**config.mk**
```make
export PLATFORM = sky130hd
export DESIGN_NAME = haurf_queue
export DESIGN_NICKNAME = d
export VERILOG_FILES = /design/src/sv/haurf_pkg.sv /design/src/sv/haurf_queue.sv
export SDC_FILE = /design/constraint.sdc
export NUM_CORES = 1
export LEC_CHECK = 0
export BUFFER_PORTS_ARGS = -buffer_cell sky130_fd_sc_hd__buf_2
export CORE_MARGIN = 5
export CORE_UTILIZATION = 50
export CTS_CLUSTER_DIAMETER = 200
export DETAILED_ROUTE_END_ITERATION = 7
export PLACE_DENSITY_LB_ADDON = 0.08
export SETUP_SLACK_MARGIN = 0.05
export SYNTH_ARGS = -nofsm -noshare
export SYNTH_HDL_FRONTEND = slang
export SYNTH_SLANG_ARGS = --single-unit
```
**constraint.sdc**
```tcl
create_clock -name clk_i -period 6.97 [get_ports clk_i]
set_input_delay 2.091 -clock clk_i [delete_from_list [all_inputs] [get_ports clk_i]]
set_output_delay 2.091 -clock clk_i [all_outputs]
set_load 0.01 [all_outputs]
```
**src/sv/haurf_pkg.sv**
```systemverilog
`timescale 1ns / 1ps
// ----------------------------------------------------------------------------
// Unique range finder package
// Shared types and constants for the hash anchored unique range finder.
// ----------------------------------------------------------------------------
package haurf_pkg;

  localparam int unsigned TableEntriesDef = 256;
  localparam int unsigned CountW = 16;
  localparam logic [CountW-1:0] CountMax = '1;

  localparam logic ActCount = 1'b0;
  localparam logic ActScan  = 1'b1;

  typedef struct packed {
    logic        action;
    logic [31:0] chunk_start;
    logic [31:0] chunk_end;
    logic [31:0] chunk_hash;
    logic        last_chunk;
  } req_t;

  typedef struct packed {
    logic        range_valid;
    logic [31:0] range_start;
    logic [31:0] range_end;
    logic [31:0] anchor_tag;
    logic        scan_done;
    logic        table_overflow;
  } rsp_t;

endpackage

```
**src/sv/haurf_queue.sv**
```systemverilog
`timescale 1ns / 1ps
// ----------------------------------------------------------------------------
// Transaction queue
// Two-entry queue between the front end and the table engine.
// ----------------------------------------------------------------------------
module haurf_queue (
  input  logic              clk_i,
  input  logic              rst_ni,
  input  logic              push_i,
  input  haurf_pkg::req_t   push_data_i,
  input  logic              pop_i,
  output logic              full_o,
  output logic              empty_o,
  output haurf_pkg::req_t   pop_data_o
);

  haurf_pkg::req_t mem_q [2];
  logic       wptr_q, rptr_q;
  logic [1:0] cnt_q;

  // Pointer and fill count update.
  always_ff @(posedge clk_i or negedge rst_ni) begin
    if (!rst_ni) begin
      wptr_q <= 1'b0;
      rptr_q <= 1'b0;
      cnt_q  <= 2'd0;
    end else begin
      if (push_i) wptr_q <= ~wptr_q;
      if (pop_i)  rptr_q <= ~rptr_q;
      cnt_q <= cnt_q + {1'b0, push_i} - {1'b0, pop_i};
    end
  end

  // Payload storage.
  always_ff @(posedge clk_i) begin
    if (push_i) mem_q[wptr_q] <= push_data_i;
  end

  assign full_o     = cnt_q[1];
  assign empty_o    = (cnt_q == 2'd0);
  assign pop_data_o = mem_q[rptr_q];

endmodule

```
### After elaboration in Yosys (flattened, before gate mapping)

Memories as Yosys holds them, arrays and structs flattened.
Cells that the tools add are included.

| word-level totals | value |
|---|---|
| register bits after elaboration | 4 |
| bits in writable memories | 196 |
| output and inout bits | 100 |
| word-level logic and storage cells | 11 |
| memories | 1 |

Memory list:

| name | words | bits a word | rd ports | clocked after memory_dff | write ports | RTL line | RTL |
|---|---|---|---|---|---|---|---|
| mem_q | 2 | 98 | 1 | 0 | 1 | haurf_queue.sv:17 | `haurf_pkg::req_t mem_q [2];` |

| cells by class | value |
|---|---|
| add/sub/neg operators | 2 |
| mux-type cells | 2 |
| bitwise operators | 2 |
| reductions and logical operators | 1 |

Operators by type and width:

| cell | count |
|---|---|
| $add 2x1->2 | 1 |
| $logic_not 2->1 | 1 |
| $mux 1 | 2 |
| $not 1->1 | 2 |
| $sub 2x1->2 | 1 |

### Depth between registers and ports, before layout

Gate-level depths: netlist of the first run.

| depth | value |
|---|---|
| depth after elaboration | 2 |
| gate-level depth with buffers | 5 |
| depth with buffers taken out | 5 |

### Worst setup path after synthesis of the first run

Ideal clock, no wire load.

| timing path | value |
|---|---|
| path type | input-to-reg |
| start point | input push_i |
| end point | memory mem_q[0][0] (netlist name), enable pin |
| arrival time | 6,358 ps |
| required time | 6,403 ps |
| slack | 45 ps |
| stages on the path | 1 |
| buffers on the path | 0 |
| cells stage by stage | nor2b_1 |

| on the way | value |
|---|---|
| longest elaborated chain between the ends | 2 |

Ends and longest elaborated chain:

| item | RTL line | RTL |
|---|---|---|
| start, declared | haurf_queue.sv:9 | `input logic push_i,` |
| $mux 1 | haurf_queue.sv:36 | `if (push_i) mem_q[wptr_q] <= push_data_i;` |
| $mux 1 (not written as such) | haurf_queue.sv:36 |  |
| end, declared | haurf_queue.sv:17 |  |

No other way between the ends.

==> impl_results.md, run 1 <==
- Met3 Usage GRT: 6.18%
- Worst setup margin: around 2.3 ns
- Number of max-cap violations: 0
- # H-tree levels: 4
- DRC viols: 0
- Leak pwr: between 0.003 and 0.004 uW
- Clk buf depth: 2
- Slew Viols, Final: 0
- Routed Antenna Nets: 0
- Post_cts resized: 0
- Slew headroom: between 20% and 30%
- CP Capture Type: primary output
- First-pass GRT wire length: a little under 20 mm
- Busiest grt layer: met2
- Initial Utilization: between 50% and 60%
- Register area share after synthesis: 82.1%
- Clock Skew: between 0.004 and 0.005 ns
- Placement Setup Slack: ~2.7 ns
- Tcrit/Tclk final: 67.5%
- Post-DP HPWL: 9.02 mm
- Routing usage on met1: slightly below 20%
- Fin crit period: approximately 4.7 ns
- CTS Buf Count: 17
- GRT Total Usage: between 15 and 20%
- Initial antenna violation count: 2
- CTS tree: built
- CTS clk-pin slew, worst paths: about 0.06 ns
- Power per cell area: ~400 nW/um2
- Via-per-instance ratio: 4.99
- Initial DRC count: roughly 180
- Worst R2R Setup Slack: roughly 4.7 ns
- Fmax achieved: 0.212 GHz
- I/O pin count: ~200
- Buffers on Ports: approximately 200
- Setup violations, final: 0
- Status: completed
- CTS Hold Bufs: 0
- Area leader, netlist: edfxtp_1
- CTS Sinks: 200
- Worst hold-check path type: reg2reg
- Synthesized Nets: around 420
- Final Hold Violating Endpoints: 0
- Synth top area share: a little over 80%
- Post-synthesis cell type count: 13
- Total negative setup slack: 0 ns
- Vias: 3,642
- Top post-synthesis cells by area: edfxtp_1 (81%), mux2_2 (14%), mux2_4 (2.1%)
- Post-synthesis cell area: 7290 um2
- Routability-driven placement congestion ratio: between 0.7 and 0.8
- Syn Inst Count: roughly 320
- Worst endpoint required time: approximately 5 ns
- Total gr overflow: 0
- WL/cell: around 18 um
- Met2 Usage GRT: roughly 25%
- Critical path peak fanout: 62
- Row Count: 44
- Least-Margin Pin Slew: 1.08 ns
- Worst Setup SP: rptr_q
- Nets@finish: 636
- Worst Path Arrival: around 2.6 ns
- Vias in the first global route: between 3,000 and 4,000
- Largest net degree at the start of global routing: 69
- Die Y: between 100 and 150 um
- Worst R2R End: mem_q[0][55]
- Share of cells above drive strength 1: between 60 and 70%
- Post-CTS Setup Bufs: 0
- Drt first pass iters: 4
- Worst VDD drop: a little under 0.0003 V
- Crit path kind: reg2out
- Die width: roughly 130 um
- Crit path capture: pop_data_o[47]
- WL final: 13.3 mm
- Worst-Skew Late Latency: 0.42 ns
- CP startpoint kind: flip-flop
- Core region area: approximately 14,000 um2
- Reg2reg path depth: 2
- RR Startpoint: wptr_q
- #FFs+latches synth: 200
- Ys Warns: 0
- Synthesis-to-finish area growth: 24.4%
- Root Driver: clkbuf_16
- RSZ-0062 raised after global routing: no
- Mean Syn Cell Area: about 23 um2
- Die area: roughly 17,000 um2
-- area by class of cell --
type / count / area (um2)
sequential: 200 / 5990
fill: 1090 / 5350
multi-input combinational: 106 / 1230
timing repair buffer: 205 / 1040
clock buffer: 22 / 444
tap: 184 / 230
clock inverter: 10 / 128
inverter: 2 / 7.51
antenna: 1 / 2.50
-- report_power, final --
part           total [uW]  switching, uW  internal [uW]  leakage [uW]
Combinational         963            483            480       0.00130
Sequential           1720            124           1600       0.00189
Clock                 947            387            560      0.000273
-- worst max-delay path, stage by stage (launching register included) --
cell and delay [ns]:
dfrtp_4 0.98, buf_4 0.59, mux2_2 0.41, buf_2 0.14
-- layout by cell type (no fill, tap or decap) --
cell          n
nor2b_4       1
diode_2       1
xor3_1        1
bufinv_16     3
ha_1          2
and2_4        1
inv_1         2
mux2_4       10
buf_4         4
dfrtp_4       1
clkinvlp_4    2
clkbuf_16    17
mux2_2       88
buf_2       201
xor2_1        2
nor2_1        1
clkinv_2      3
clkbuf_1      5
dfrtp_1       3
edfxtp_1    196
clkinv_1      2
-- routing by layer --
metal,up-vias,wire (um)
met5,-,28
met3,27,1190
met1,1788,5310
li1,1694,-
met2,129,6480
met4,4,294
-- state kept, by name, indices dropped and copies added (netlist names) --
signal,cells
rptr_q,1
wptr_q,1
cnt_q,2
mem_q,196
-- through the flow --
step                util (%)  hold slack (ns)  cells  power (uW)  instance area [um2]
detailed placement      58.9            0.537    697        2740                 8500
global route            62.9            0.569    729        3820                 9070
global placement        58.9            0.528    697        2720                 8500
floorplan                  -            0.473    319        2370                 7290
finish                  62.9            0.549    730        3630                 9070
CTS                     62.9            0.549    729        3690                 9070
-- cell families (layout without fill, tap and decap cells) --
logic type / count (synthesis) / count (layout) / share of synthesized area, %
xor+xnor: 3 / 3 / 0.566
fa+ha+maj: 2 / 2 / 0.343
buf+inv: 13 / 239 / 1.12
flops: 200 / 200 / 82.1
mux: 98 / 98 / 15.7
other cells: 0 / 1 / 0
simple gates: 3 / 3 / 0.223
-- worst min-delay path by stage --
stage | start | to | slack, ns | cells after the start
6_report | wptr_q | wptr_q | 0.55 | 1
5_1_grt | wptr_q | wptr_q | 0.57 | 1
4_1_cts | wptr_q | wptr_q | 0.55 | 1
3_5_place_dp | wptr_q | wptr_q | 0.54 | 1
3_3_place_gp | wptr_q | wptr_q | 0.53 | 1
2_1_floorplan | wptr_q | wptr_q | 0.47 | 1
-- synthesized netlist by cell type --
library cell / number
and2_1: 1
buf_2: 8
buf_6: 3
dfrtp_1: 4
edfxtp_1: 196
ha_1: 2
inv_1: 2
mux2_2: 88
mux2_4: 10
nor2_1: 1
nor2b_1: 1
xor2_1: 2
xor3_1: 1
Power figures use the tool's default switching activity.
==> run 2: changes to the inputs <==
Clock period 6.97 ns to 4.7 ns, I/O delays scaled along.
==> impl_results.md, run 2 (synthesis gave the netlist of run 1 again) <==
- CTS clk-pin slew, worst paths: 0.06 ns
- Die Y: approximately 130 um
- Slew Viols, Final: 0
- Part of the power in registers: between 40 and 50%
- Commonest non-fill, non-tap cell in the layout: buf_2
- Vias: 3,629
- Status: completed
- Initial antenna violation count: 1
- WL/cell: around 18 um
- GRT Total Usage: about 15%
- Worst Path Arrival: approximately 2.3 ns
- Initial Utilization: roughly half
- Placed Instances: between 600 and 700
- Worst endpoint required time: roughly 3.3 ns
- Post-CTS Setup Bufs: 0
- Via-per-instance ratio: 4.96
- Clk buf depth: 2
- First-pass GRT wire length: 19.2 mm
- I/O pin count: between 200 and 250
- Hold Path Depth: 1
- Hold Path Origin: wptr_q
- Total gr overflow: 0
- Routed Antenna Nets: 0
- Slew headroom: 47.1%
- Post-DP HPWL: between 8 and 9 mm
- WL final: roughly 13 mm
- Die width: between 100 and 150 um
- Core region area: 14,400 um2
- RSZ-0062 raised after global routing: no
- Buffers on Ports: approximately 200
- Final Hold Violating Endpoints: 0
- Power per cell area: 600 nW/um2
- Synthesis-to-finish area growth: 25.3%
- Critical path peak fanout: 57
- Largest Register: mem_q
- Most frequent cells in the layout: buf_2 (201), edfxtp_1 (196), mux2_2 (88)
- CP Capture Type: primary output
- Fmax achieved: around 0.27 GHz
- Worst hold-check path type: reg2reg
- Int Power: approximately 4000 uW
- Number of max-cap violations: 0
- DRC viols: 0
- CTS Buf Count: 17
- Reg2reg path depth: 2
- CTS tree: built
- Tcrit/Tclk final: between 70% and 80%
- CTS Hold Bufs: 0
- Psw: 1500 uW
- Worst VDD drop: around 0.00032 V
- Share of cells above drive strength 1: about three fifths
- Worst-Skew Late Latency: between 0.4 and 0.5 ns
- Die area: between 15,000 and 20,000 um2
- Hold Crit Endpoint: wptr_q
- Min Hold Slack: ~0.55 ns
- Clock Skew: ~0.0088 ns
- CTS Sinks: 200
- Initial DRC count: 235
- Finished Core Util: about 63%
- Worst R2R End: mem_q[1][17]
- Max FFs per register: between 150 and 200
- Sw frac: 27.4%
- Crit path kind: reg2out
- Clk pwr share: 27.2%
- Post_cts resized: 0
- Setup violations, final: 0
- # H-tree levels: 4
- Root Driver: clkbuf_16
- Largest net degree at the start of global routing: 58
- CP startpoint kind: flip-flop
- Nets@finish: between 600 and 700
- Layout Cells excl Fill: 731
- Leak pwr: about 0.0035 uW
- RR Startpoint: wptr_q
- Drt first pass iters: 4
- Fin crit period: 3.73 ns
- Worst R2R Setup Slack: 2.94 ns
- Row Count: 44
- N_diodes: 0
- Combinational share of power: between 20% and 30%
- Total negative setup slack: 0 ns
- Least-Margin Pin Slew: 0.794 ns
- Vias in the first global route: about 3,800
- Largest registers: mem_q (196), cnt_q (2)
- Routability-driven placement congestion ratio: about 0.71
## run 2: how the worst max path moves through the flow
stage            from        endpoint  slack [ns]  cells past startpoint
6_report       rptr_q   pop_data_o[6]        0.97                      3
5_1_grt        rptr_q   pop_data_o[7]        0.84                      3
4_1_cts        rptr_q   pop_data_o[6]        0.91                      3
3_5_place_dp   rptr_q  pop_data_o[97]        1.37                      3
3_3_place_gp   rptr_q  pop_data_o[97]        1.38                      3
2_1_floorplan  push_i     mem_q[0][0]        0.29                      1
## run 2: layout make-up
cell class / count / area, um2
Inverter: 2 / 7.51
Timing Repair Buffer: 207 / 1060
Clock inverter: 12 / 176
Sequential cell: 200 / 5990
Fill cell: 1098 / 5290
Tap cell: 184 / 230
Multi-Input combinational cell: 106 / 1230
Clock buffer: 20 / 437
## run 2: power by group through the flow
stage / registers, uW / clock network (uW) / logic, uW
floorplan: 2490 / 0 / 1030
detailed placement: 2590 / 0 / 1490
finish: 2540 / 1490 / 1460
global route: 2580 / 1610 / 1580
CTS: 2550 / 1530 / 1500
global placement: 2570 / 0 / 1490
## run 2: worst max-delay path, cell delays in order, from the launching register on
cell	delay [ns]
dfrtp_4	0.94
buf_4	0.41
mux2_2	0.38
buf_2	0.14
## run 2: routing by layer
metal | part of all wire (%) | track usage (%) | vias up
li1 | - | - | 1701
met3 | 10 | 7.07 | 15
met4 | 1.3 | 6.17 | 2
met1 | 38 | 17.6 | 1787
met5 | 0.076 | 0 | -
met2 | 50 | 25.5 | 124
## run 2: through the flow
step / setup WS [ns] / instance area [um2] / total power (uW)
floorplan: 0.295 / 7290 / 3510
CTS: 0.905 / 9140 / 5570
detailed placement: 1.37 / 8520 / 4080
finish: 0.972 / 9140 / 5490
global route: 0.840 / 9140 / 5760
global placement: 1.38 / 8520 / 4060
